File: config.mk
export PLATFORM = sky130hd
export DESIGN_NAME = ecd_controller
export DESIGN_NICKNAME = d
export VERILOG_FILES = /design/src/hdl/ecd_pkg.sv /design/src/hdl/ecd_controller.sv
export SDC_FILE = /design/constraint.sdc
export NUM_CORES = 1
export LEC_CHECK = 0
export ABC_AREA = 1
export BUFFER_PORTS_ARGS = -buffer_cell sky130_fd_sc_hd__buf_2
export CAP_MARGIN = 0
export CORE_MARGIN = 3
export CORE_UTILIZATION = 27
export DETAILED_ROUTE_END_ITERATION = 10
export REMOVE_ABC_BUFFERS = 1
export SYNTH_ARGS = -nofsm -noshare
export SYNTH_HDL_FRONTEND = slang
export SYNTH_SLANG_ARGS = --single-unit
File: constraint.sdc
create_clock -name clock -period 2.1 [get_ports clock]
set_clock_uncertainty 0.05 [all_clocks]
set_input_delay 0.42 -clock clock [delete_from_list [all_inputs] [get_ports clock]]
set_output_delay 0.42 -clock clock [all_outputs]
set_load 0.05 [all_outputs]
File: src/hdl/ecd_pkg.sv
// shared constants, operation codes and controller/datapath interface types
package ecd_pkg;

   localparam int NUM_PORTS_DEF  = 1024;
   localparam int WORD_BITS_DEF  = 64;
   localparam int COUNT_BITS_DEF = 32;

   localparam int FUNC_W      = 3;
   localparam int PORT_W      = 10;
   localparam int COUNT_OUT_W = 32;
   localparam int REQ_DATA_W  = 16;
   localparam int RSP_DATA_W  = 48;

   // reciprocal precision for splitting a port number into group and bit
   localparam int DIV_SHIFT = 16;

   localparam logic [FUNC_W-1:0] FUNC_RAISE    = 3'd0;
   localparam logic [FUNC_W-1:0] FUNC_MASK     = 3'd1;
   localparam logic [FUNC_W-1:0] FUNC_UNMASK   = 3'd2;
   localparam logic [FUNC_W-1:0] FUNC_CLEAR    = 3'd3;
   localparam logic [FUNC_W-1:0] FUNC_DISPATCH = 3'd4;

   typedef struct packed {
      logic clr_en;
      logic take_req;
      logic decode;
      logic exec_op;
      logic snap;
      logic pick_grp;
      logic drop_grp;
      logic take_port;
      logic cnt_rd;
      logic cnt_wr;
      logic load_out;
   } ecd_cmd_type;

   typedef struct packed {
      logic clr_last;
      logic is_dispatch;
      logic work_empty;
      logic act_zero;
   } ecd_sts_type;

endpackage

File: src/hdl/ecd_controller.sv
// sequencing state machine: clear sweep, decode, operation, dispatch search
module ecd_controller (
   input  logic                 clock,
   input  logic                 reset,
   input  logic                 req_tvalid,
   output logic                 req_tready,
   output logic                 rsp_tvalid,
   input  logic                 rsp_tready,
   input  ecd_pkg::ecd_sts_type sts,
   output ecd_pkg::ecd_cmd_type cmd
);
   import ecd_pkg::*;

   typedef enum logic [8:0] {
      ST_CLEAR  = 9'b000000001,
      ST_IDLE   = 9'b000000010,
      ST_DECODE = 9'b000000100,
      ST_EXEC   = 9'b000001000,
      ST_PICK   = 9'b000010000,
      ST_TEST   = 9'b000100000,
      ST_CNT_RD = 9'b001000000,
      ST_CNT_WR = 9'b010000000,
      ST_DONE   = 9'b100000000
   } ecd_state_type;

   ecd_state_type state_ff, state_in;
   logic          retry_ff, retry_in;
   logic          rsp_valid_ff, rsp_valid_in;

   always_comb begin
      state_in   = state_ff;
      retry_in   = retry_ff;
      cmd        = '0;
      req_tready = 1'b0;
      case (state_ff)
         ST_CLEAR: begin
            cmd.clr_en = 1'b1;
            if (sts.clr_last) begin
               state_in = ST_IDLE;
            end
         end
         ST_IDLE: begin
            req_tready = 1'b1;
            if (req_tvalid) begin
               cmd.take_req = 1'b1;
               state_in     = ST_DECODE;
            end
         end
         ST_DECODE: begin
            cmd.decode = 1'b1;
            retry_in   = 1'b0;
            state_in   = sts.is_dispatch ? ST_PICK : ST_EXEC;
         end
         ST_EXEC: begin
            cmd.exec_op = 1'b1;
            state_in    = ST_DONE;
         end
         ST_PICK: begin
            // empty work selector: one fresh snapshot, then give up
            if (sts.work_empty) begin
               if (!retry_ff) begin
                  cmd.snap = 1'b1;
                  retry_in = 1'b1;
               end else begin
                  state_in = ST_DONE;
               end
            end else begin
               cmd.pick_grp = 1'b1;
               state_in     = ST_TEST;
            end
         end
         ST_TEST: begin
            if (sts.act_zero) begin
               cmd.drop_grp = 1'b1;
               state_in     = ST_PICK;
            end else begin
               cmd.take_port = 1'b1;
               state_in      = ST_CNT_RD;
            end
         end
         ST_CNT_RD: begin
            cmd.cnt_rd = 1'b1;
            state_in   = ST_CNT_WR;
         end
         ST_CNT_WR: begin
            cmd.cnt_wr = 1'b1;
            state_in   = ST_DONE;
         end
         ST_DONE: begin
            if (!rsp_valid_ff || rsp_tready) begin
               cmd.load_out = 1'b1;
               state_in     = ST_IDLE;
            end
         end
         default: begin
            state_in = ST_IDLE;
         end
      endcase
   end

   assign rsp_valid_in = cmd.load_out | (rsp_valid_ff & ~rsp_tready);
   assign rsp_tvalid   = rsp_valid_ff;

   always_ff @(posedge clock) begin
      if (reset) begin
         state_ff     <= ST_CLEAR;
         retry_ff     <= 1'b0;
         rsp_valid_ff <= 1'b0;
      end else begin
         state_ff     <= state_in;
         retry_ff     <= retry_in;
         rsp_valid_ff <= rsp_valid_in;
      end
   end

   a_accept_to_decode: assert property (@(posedge clock) disable iff (reset)
      req_tvalid && req_tready |=> state_ff == ST_DECODE)
      else $error("accepted transfer not followed by decode");

   a_rsp_from_done: assert property (@(posedge clock) disable iff (reset)
      $rose(rsp_tvalid) |-> $past(state_ff == ST_DONE))
      else $error("result raised outside done state");

   a_write_after_read: assert property (@(posedge clock) disable iff (reset)
      state_ff == ST_CNT_WR |-> $past(state_ff == ST_CNT_RD))
      else $error("count write without preceding read");

endmodule
Yosys cells after proc, flatten, opt, wreduce, memory -nomap -nowiden:

Index checks and enable logic that the tools add are counted.

* bits in registers: 11
* bits of input ports: 8
* output and inout port bits: 13
* word-level logic and storage cells: 53

* eq/ne operators: 14
* multiplexer cells: 27
* bitwise gates (word level): 3
* reductions and logical operators: 6

Operator list (count)
* 9-bit case mux with 8 select lines: 1
* 9-bit 2-to-1 mux: 5
* 1-bit 2-to-1 mux: 16
* 9-bit by 1-bit equality test with 1-bit output (second input constant): 1
* 9-bit by 2-bit equality test with 1-bit output (second input constant): 1
* 9-bit by 3-bit equality test with 1-bit output (second input constant): 1
* 9-bit by 4-bit equality test with 1-bit output (second input constant): 1
* 9-bit by 5-bit equality test with 1-bit output (second input constant): 1
* 9-bit by 6-bit equality test with 1-bit output (second input constant): 1
* 9-bit by 7-bit equality test with 1-bit output (second input constant): 1
* 9-bit by 8-bit equality test with 1-bit output (second input constant): 1
* 9-bit equality test (second input constant): 1
* 2-bit inequality test (second input constant): 4
* 7-bit 2-to-1 mux: 1
* 5-bit 2-to-1 mux: 1
* 2-bit 2-to-1 mux: 2
* 4-bit AND reduction: 1
* 3-bit inequality test (second input constant): 1
* 1-bit case mux with 2 select lines: 1
* 2-bit AND reduction: 1
* 2-bit nonzero test: 1
* 2-bit OR reduction: 1
* 1-bit AND: 1
* 1-bit logical NOT: 1
* 3 further kinds: 3

Depth between registers and ports, before layout:

Gate-level depths: netlist of the first run.

* word-level depth: 5
* gate-level depth with buffers: 10
* gate-level depth less buffers: 10

Least setup slack after synthesis of the first run:

No wires, ideal clock.

* kind: flip-flop to output port
* start: register state_ff[3]
* end: output cmd[10] (netlist bit)
* data arrival time: 2.057 ns
* required time: 1.630 ns
* slack: -0.427 ns
* cell stages (with the launch flop): 4
* path buffers: 0
* path through: dfxtp_1 > nor2_4 > nand2_2 > nor4_1

RTL lines
* start: declaration: line ecd_controller.sv:26 `ecd_state_type state_ff, state_in;`
* start signal: assignment: line ecd_controller.sv:110 `state_ff <= state_in;`
* end: declaration: line ecd_controller.sv:10 `output ecd_pkg::ecd_cmd_type cmd`

==> results.toml, run 1 <==
[layout]
final_cell_area_um2 = 975
nets = 162
final_cell_mix = "sky130_fd_sc_hd__inv_1 (28), sky130_fd_sc_hd__nand2_1 (25), sky130_fd_sc_hd__nor2_1 (22)"
antenna_cells_inserted = 0
most_common_cell_after_layout_fill_and_taps_aside = "sky130_fd_sc_hd__inv_1"
layout_overhead_on_the_synthesized_area_pct = 25.2
drive_above_1_share = 0.314
num-fill-cells = 306

[setup_path]
critical_path.startpoint_type = "register"
timing.critical_path.to_type = "output pin"
critical_path_required_ns = 1.63
data_arrival_time_of_the_critical_path_ns = 1.53
critical_path.max_fanout = 4
setup.worst_path.class = "reg2out"

[drt]
wirelength_um = 1830
route.detailed.wl_per_inst_um = 9.99
drt_pre_antenna_iters = 4
dr.first_iter.drc_count = 15
ant_nets = 0
via_count = 805
avgViaCountPerCell = 4.40
route.detailed.drc = 0

[floorplan]
die_width_um = 59.7
num_rows = 18
fp.dieH_um = 59.7
core_region_area_mm2 = 0.00261
design.die.area_mm2 = 0.00356
io-pin-count = 21
initial_standard_cell_utilization_of_the_core = 0.298

[flow_run]
maxCapViolations = 0

[pwr]
pwr-share-comb = 0.376
power_report.internal_total_uw = 369
netSwitchingFraction = 0.415
net-switching-power_uw = 261
vdd.ir_drop.worst_uv = 300
clock_power_share = 0.238
leakagePower_uw = 0.000595
seqPwrFrac = 0.386
p_per_area_mw_per_mm2 = 646

[yosys]
netlist.top_cell.by_area = "sky130_fd_sc_hd__dfxtp_1"
synth.ff_latch_count = 11
synth_cell_type_count = 18
yosysSeqAreaShare = 0.283
post_synth_instance_area_um2 = 778
synthesis.instances = 129
post_synth.cell_area_avg_um2 = 6.03
synthesis_warning_total = 0
synth_largest_type_area_fraction = 0.283
yosys-top-cells-area = "sky130_fd_sc_hd__dfxtp_1 (28%), sky130_fd_sc_hd__inv_1 (14%), sky130_fd_sc_hd__nand2_1 (12%)"

[clocking]
post_cts_buffers = 0
ctsHtreeMaxLevel = 1
cts.path.max_buffers = 2
cts_buffers = 3
clk_transition_reported_paths_ns = 0.07
clk_latency_ns = 0.27
cts.sinks = 11
tritoncts_clock_tree = "yes"
clock_tree.root_cell = "sky130_fd_sc_hd__clkbuf_4"
cts.hold.buffers_added = 0

[global_routing]
grt_pass1_vias = 742
global_route_wire_length_before_repair_um = 3080
grt_antenna_before_repair = 0
grt_overflow = 0
grt.total_usage = 0.114
grt_max_degree = 11

[worst_hold_path]
holdCritPathClass = "in2reg"

[sta]
maxClockFrequency_ghz = 0.499
hold_violations = 0
maxSlewHeadroom = 0.808
final_critical_path_setup_slack_ns = 0.0952
setup_repair_after_global_routing_missed_its_margin = "yes"
final_period_demand_of_the_worst_path_ns = 2.00
setup_violations = 0
post-route-period-util = 0.955
finalMaxSlewViolations = 0
worst_slew_pin_slew_ns = 0.286

[place]
dpl_cell_area_um2 = 916
dpl.hpwl_um = 1500
place.port_buffers = 20
preCtsSetupSlack_ns = 0.307
gp_routability_congestion = 0.804

[status]
outcome = "finished, final reports clean"
routing by layer:
metal | GRT usage | vias to the layer above | wire [µm]
met2 | 0.188 | 16 | 906
met1 | 0.140 | 357 | 813
li1 | - | 430 | -
met5 | 0 | - | 0
met4 | 0.0380 | 0 | 11
met3 | 0.0367 | 2 | 97
timing repair:
item | in CTS | in global routing
pin swaps | 0 | 3
gates resized for setup | 1 | 9
setup endpoints to repair | 1 | 4
synth_stat cells, drive strengths merged:
master / number
nand3: 12
a21oi: 3
nand2: 30
nor2: 34
nor4: 1
nor3: 1
nand4: 3
o21ai: 1
dfxtp: 11
inv: 32
clkinv: 1
registers in the layout, indices dropped and copies added (netlist names):
| register | count |
|---|---|
| retry_ff | 1 |
| state_ff | 9 |
| rsp_tvalid | 1 |
critical path, stage by stage, from the launching register on:
cell,delay [ns]
sky130_fd_sc_hd__dfxtp_1,0.35
sky130_fd_sc_hd__nor2_4,0.16
sky130_fd_sc_hd__inv_2,0.07
sky130_fd_sc_hd__nor2_4,0.14
sky130_fd_sc_hd__nand3_2,0.10
sky130_fd_sc_hd__nor2_2,0.13
sky130_fd_sc_hd__inv_1,0.07
sky130_fd_sc_hd__nor2_2,0.10
sky130_fd_sc_hd__buf_6,0.16
power by group through the flow:
stage | clock network [µW] | registers, µW | logic, µW
global route | 165 | 245 | 263
detailed placement | 0 | 245 | 231
global placement | 0 | 244 | 227
floorplan | 0 | 244 | 182
CTS | 151 | 240 | 233
finish | 150 | 243 | 237
final timing paths:
path	slack, ns	depth (start not counted)	from	end
worst max-delay path	0.1	8	state_ff[2]	cmd[6]
worst min-delay path	0.30	2	reset	rsp_tvalid
worst max register to register	0.71	9	state_ff[8]	state_ff[8]
worst min register to register	0.45	2	retry_ff	retry_ff
cells by family (layout without fill, tap and decap cells):
family,after synthesis,in the layout,synth area share
simple gates,81,81,0.532
compound gates,4,4,0.0257
flops,11,11,0.283
buf+inv,33,57,0.159
metrics by stage:
stage	std cells	utilization	TNS [ns]	hold WS, ns	power [µW]
2_1_floorplan	129	-	-0.427	0.403	426
3_3_place_gp	179	0.351	0	0.426	471
3_5_place_dp	179	0.351	0	0.428	476
4_1_cts	183	0.362	0	0.297	624
5_1_grt	183	0.373	-0.0215	0.286	673
6_report	183	0.373	0	0.296	630
cell type report:
cell class	count	area (µm²)	area share
timing repair buffer	20	109	0.112
inverter	33	124	0.127
multi-input combinational	85	457	0.469
clock buffer	4	26.3	0.0270
sequential	11	221	0.227
tap	30	37.5	0.0385
(Power assumes the default switching activity.)
==> inputs of run 2 (changes only) <==
--- a/config.mk
+++ b/config.mk
@@ -5,13 +5,15 @@
 export SDC_FILE = /design/constraint.sdc
 export NUM_CORES = 1
 export LEC_CHECK = 0
-export ABC_AREA = 1
+export ABC_AREA = 0
 export BUFFER_PORTS_ARGS = -buffer_cell sky130_fd_sc_hd__buf_2
 export CAP_MARGIN = 0
 export CORE_MARGIN = 3
 export CORE_UTILIZATION = 27
+export CTS_BUF_LIST = sky130_fd_sc_hd__clkbuf_8
 export DETAILED_ROUTE_END_ITERATION = 10
 export REMOVE_ABC_BUFFERS = 1
+export SKIP_CTS_REPAIR_TIMING = 1
 export SYNTH_ARGS = -nofsm -noshare
 export SYNTH_HDL_FRONTEND = slang
 export SYNTH_SLANG_ARGS = --single-unit
==> results.toml, run 2 <==
[layout]
regMostFlops = "state_ff"
number_of_flip_flops_under_the_largest_register_name = 9
nets = 132
antenna_cells_inserted = 0
most_common_cell_after_layout_fill_and_taps_aside = "sky130_fd_sc_hd__buf_4"
final_cell_mix = "sky130_fd_sc_hd__buf_4 (14), sky130_fd_sc_hd__buf_2 (10), sky130_fd_sc_hd__nor2_1 (9)"
layout_overhead_on_the_synthesized_area_pct = 48.4
num-fill-cells = 272
drive_above_1_share = 0.520

[setup_path]
timing.critical_path.from = "state_ff[4]"
critical_path_required_ns = 1.63
data_arrival_time_of_the_critical_path_ns = 1.63
timing.critical_path.slowest_stage_cell = "sky130_fd_sc_hd__or4_4"
timing.critical_path.max_delay_family = "simple AND/OR/NAND/NOR gates"
setup.worst_path.class = "reg2out"
critPathMaxStageDelay_ns = 0.57
critical_path.max_fanout = 3
critical_path.startpoint_type = "register"
rr_startpoint = "state_ff[0]"
timing.critical_path.to_type = "output pin"
timing.critical_path.buf_inv = 1
timing.critical_path.cells = "or4_4 > nor3_4 > and3_1 > buf_6"

[drt]
avgViaCountPerCell = 5.41
drt_pre_antenna_iters = 4
dr.first_iter.drc_count = 25
ant_nets = 0
wirelength_um = 2080
route.detailed.wl_per_inst_um = 13.6
route.detailed.drc = 0
via_count = 827

[yosys]
synth_largest_type_area_fraction = 0.290
synth_edf_count = 0
synth.ff_latch_count = 11
synth_cell_type_count = 41
synth_flop_cell = "sky130_fd_sc_hd__dfxtp_1"
synth-async-reset-ratio = 0
yosys-top-cells-area = "sky130_fd_sc_hd__dfxtp_1 (29%), sky130_fd_sc_hd__nor2_1 (5.4%), sky130_fd_sc_hd__inv_1 (3.5%)"
post_synth.cell_area_avg_um2 = 8.15
ys_top_cells_by_count = "sky130_fd_sc_hd__dfxtp_1 (11), sky130_fd_sc_hd__nor2_1 (11), sky130_fd_sc_hd__inv_1 (7), sky130_fd_sc_hd__buf_2 (5), sky130_fd_sc_hd__nand3_1 (5)"
netlist.top_cell.by_area = "sky130_fd_sc_hd__dfxtp_1"
synthesis_warning_total = 0
yosysSeqAreaShare = 0.290
synthesis.instances = 93
post_synth_instance_area_um2 = 758

[pwr]
p_per_area_mw_per_mm2 = 510
leakagePower_uw = 0.000500
p_total_uw = 574
vdd.ir_drop.worst_uv = 420

[clocking]
tritoncts_clock_tree = "yes"
ctsHtreeMaxLevel = 1
clk_transition_reported_paths_ns = 0.05
cts.path.max_buffers = 2
cts_buffers = 3
clk_latency_ns = 0.24
cts.sinks = 11
clock_tree.root_cell = "sky130_fd_sc_hd__clkbuf_8"

[floorplan]
die_width_um = 59.0
fp.dieH_um = 59.0
initial_standard_cell_utilization_of_the_core = 0.295
io-pin-count = 21
core_region_area_mm2 = 0.00257
design.die.area_mm2 = 0.00348
num_rows = 18

[sta]
final_critical_path_setup_slack_ns = -0.00190
worst_slew_pin_slew_ns = 0.383
final_period_demand_of_the_worst_path_ns = 2.10
maxClockFrequency_ghz = 0.476
finalMaxSlewViolations = 0
post-route-period-util = 1.00
hold_violations = 0
setup_repair_after_global_routing_missed_its_margin = "yes"
setup_violations = 1
hold-worst-slack_ns = 0.298
maxSlewHeadroom = 0.742

[global_routing]
grt.total_usage = 0.118
grt_pass1_vias = 706
grt_max_degree = 9
global_route_wire_length_before_repair_um = 3130
grt_overflow = 0
grt_antenna_before_repair = 0

[worst_hold_path]
holdCritPathClass = "in2reg"
hold_path_startpoint = "sts[2]"

[place]
gp_routability_congestion = 0.810
place.port_buffers = 20
dpl.hpwl_um = 1450

[flow_run]
maxCapViolations = 0

[status]
outcome = "finished with violations"
failed_checks = "negative setup slack"
[run 2: changes by cell type in the layout (fill, tap and decap cells not counted), moves of 5 or more]
cell / before / now
sky130_fd_sc_hd__buf_2: 18 / 10
sky130_fd_sc_hd__buf_4: 0 / 14
sky130_fd_sc_hd__dfxtp_1: 10 / 3
sky130_fd_sc_hd__dfxtp_2: 1 / 8
sky130_fd_sc_hd__inv_1: 28 / 6
sky130_fd_sc_hd__nand2_1: 25 / 2
sky130_fd_sc_hd__nand3_1: 9 / 2
sky130_fd_sc_hd__nor2_1: 22 / 9
sky130_fd_sc_hd__nor2_4: 5 / 0
[run 2: metal layers]
metal / global-route usage / share of wire
met1: 0.165 / 0.45
met2: 0.170 / 0.47
met3: 0.0458 / 0.077
met4: 0.0291 / 0.0067
met5: 0 / 0
[run 2: area by class of cell]
type                       count  area (µm²)  area share
multi-input combinational     68         532       0.473
timing repair buffer          33         253       0.225
sequential                    11         230       0.205
clock buffer                   3        41.3      0.0367
tap                           30        37.5      0.0334
inverter                       7        26.3      0.0234
clock inverter                 1        5.00     0.00445
[run 2: power breakdown]
group	switching, µW	internal (µW)	total (µW)
Clock	83.6	131	214
Sequential	10.7	216	227
Combinational	74.4	58.2	133
Total	169	405	574
[run 2: per-stage QoR]
step | worst slack (ns) | utilization | instance area, µm² | cells | setup TNS, ns
finish | -0.00190 | 0.438 | 1120 | 153 | -0.00190
global route | -0.0652 | 0.438 | 1120 | 153 | -0.301
CTS | -0.118 | 0.379 | 972 | 149 | -0.763
detailed placement | 0.146 | 0.361 | 926 | 145 | 0
global placement | 0.193 | 0.361 | 926 | 145 | 0
floorplan | -0.568 | - | 721 | 86 | -1.05
[run 2: logic make-up (layout without fill, tap and decap cells)]
family	after synthesis	count (layout)	share of synthesized area
buffers and inverters	14	44	0.0842
AO/OA/AOI/OAI	13	13	0.129
flip-flops	11	11	0.290
XOR/XNOR	3	3	0.0347
AND/OR/NAND/NOR	52	52	0.462
[run 2: worst paths after layout]
| path | end | depth (start not counted) | slack [ns] |
|---|---|---|---|
| max | cmd[1] | 4 | -0.002 |
| max reg2reg | state_ff[2] | 5 | 0.42 |
| min | state_ff[3] | 2 | 0.30 |
| min reg2reg | retry_ff | 2 | 0.47 |
[run 2: worst register-to-register path: stages (launching register included)]
cell                      delay (ns)
sky130_fd_sc_hd__dfxtp_2        0.34
sky130_fd_sc_hd__buf_6          0.13
sky130_fd_sc_hd__nor4_4         0.36
sky130_fd_sc_hd__nand4_1        0.24
sky130_fd_sc_hd__o21ai_1        0.36
sky130_fd_sc_hd__nor3_1         0.08
==> inputs of run 3 (changes only) <==
--- a/config.mk
+++ b/config.mk
@@ -8,10 +8,12 @@
 export ABC_AREA = 0
 export BUFFER_PORTS_ARGS = -buffer_cell sky130_fd_sc_hd__buf_2
 export CAP_MARGIN = 0
+export CORE_ASPECT_RATIO = 2
 export CORE_MARGIN = 3
 export CORE_UTILIZATION = 27
 export CTS_BUF_LIST = sky130_fd_sc_hd__clkbuf_8
 export DETAILED_ROUTE_END_ITERATION = 10
+export PLACE_DENSITY = 0.59
 export REMOVE_ABC_BUFFERS = 1
 export SKIP_CTS_REPAIR_TIMING = 1
 export SYNTH_ARGS = -nofsm -noshare
==> results.toml, run 3 (synthesized netlist as in run 2, its figures left out) <==
[status]
outcome = "finished with violations"
failed_checks = "negative setup slack"

[sta]
final_critical_path_setup_slack_ns = -0.00890
setup_violations = 2
final_period_demand_of_the_worst_path_ns = 2.11
maxClockFrequency_ghz = 0.474
worst_slew_pin_slew_ns = 0.376
finalMaxSlewViolations = 0
post-route-period-util = 1.00
maxSlewHeadroom = 0.746
hold_violations = 0
setup_repair_after_global_routing_missed_its_margin = "yes"

[clocking]
clk_transition_reported_paths_ns = 0.06
ctsHtreeMaxLevel = 1
clk_latency_ns = 0.24
tritoncts_clock_tree = "yes"
cts.sinks = 11
clock_tree.root_cell = "sky130_fd_sc_hd__clkbuf_8"
cts_buffers = 3
cts.path.max_buffers = 2

[drt]
dr.first_iter.drc_count = 17
via_count = 848
ant_nets = 0
route.detailed.drc = 0
drt_pre_antenna_iters = 4
avgViaCountPerCell = 5.62
route.detailed.wl_per_inst_um = 14.5
wirelength_um = 2180

[setup_path]
critical_path.max_fanout = 3
data_arrival_time_of_the_critical_path_ns = 1.64
timing.critical_path.to_type = "output pin"
timing.critical_path.cells = "or4_4 > nor3_4 > nand3_1 > inv_1 > buf_6"
timing.critical_path.slowest_stage_cell = "sky130_fd_sc_hd__or4_4"
setup.worst_path.class = "reg2out"
critical_path_required_ns = 1.63
critical_path.startpoint_type = "register"
critPathMaxStageDelay_ns = 0.58

[pwr]
vdd.ir_drop.worst_uv = 326
p_total_uw = 577
leakagePower_uw = 0.000500
p_per_area_mw_per_mm2 = 514

[worst_hold_path]
holdCritPathClass = "in2reg"

[global_routing]
busiest_layer = "met2"
grt_overflow = 0
grt_antenna_before_repair = 0
grt_pass1_vias = 789
grt_max_degree = 11
global_route_wire_length_before_repair_um = 3400
met2_usage = 0.242
met3_usage = 0.0155
global_route.usage.met1 = 0.123
grt.total_usage = 0.129

[floorplan]
die_width_um = 43.5
design.die.area_mm2 = 0.00352
fp.dieH_um = 80.9
core_region_area_mm2 = 0.00260
initial_standard_cell_utilization_of_the_core = 0.291
io-pin-count = 21
num_rows = 26

[layout]
final_cell_mix = "sky130_fd_sc_hd__buf_4 (12), sky130_fd_sc_hd__nor2_1 (9), sky130_fd_sc_hd__buf_2 (9), sky130_fd_sc_hd__buf_6 (9), sky130_fd_sc_hd__inv_1 (7)"
multiInputGateArea_um2 = 522
nets = 132
layoutNonFillerInstCount = 151
regMostFlops = "state_ff"
num-fill-cells = 285
register_area_um2 = 226
drive_above_1_share = 0.455
most_common_cell_after_layout_fill_and_taps_aside = "sky130_fd_sc_hd__buf_4"
antenna_cells_inserted = 0
layout_overhead_on_the_synthesized_area_pct = 48.0
number_of_flip_flops_under_the_largest_register_name = 9

[place]
gp_routability_congestion = 0.816
dpl.hpwl_um = 1740
place.detailed.instances = 144
place.port_buffers = 20
preCtsSetupSlack_ns = 0.113

[flow_run]
maxCapViolations = 0
## run 3: worst paths after layout
kind	to	cells after the start	slack [ns]	startpoint
worst max register to register	state_ff[6]	5	0.43	state_ff[1]
worst min-delay path	state_ff[3]	2	0.30	sts[2]
worst min register to register	retry_ff	2	0.46	retry_ff
worst max-delay path	cmd[2]	5	-0.009	state_ff[4]
## run 3: cell type report
type,count,area share
inverters,7,0.0234
flip-flops and latches,11,0.202
well taps,28,0.0312
repair buffers,33,0.237
clock buffers,3,0.0368
clock inverters,1,0.00446
multi-input cells,68,0.465
## run 3: report_power, final
group	switching (µW)	internal, µW
clock network	81.4	130
logic	81.8	62.2
registers	6.05	215
total	169	408
## run 3: routing by layer
layer	up-vias	wire (µm)
met2	27	1240
li1	402	-
met5	-	0
met4	0	87
met1	408	767
met3	11	94
## run 3: worst max-delay path, delay by kind of cell (launching register included)
kind	cells	cell delay, ns
simple gates	3	0.87
flops	1	0.31
buf+inv	2	0.23
## run 3: per-stage QoR
| step | hold WS [ns] | util | cell area [µm²] | setup TNS (ns) |
|---|---|---|---|---|
| after floorplan | 0.406 | - | 721 | -1.05 |
| after CTS | 0.305 | 0.375 | 977 | -0.538 |
| after global routing | 0.296 | 0.431 | 1120 | -0.228 |
| after detailed placement | 0.446 | 0.358 | 931 | 0 |
| final | 0.299 | 0.431 | 1120 | -0.0133 |
| after global placement | 0.445 | 0.358 | 931 | 0 |
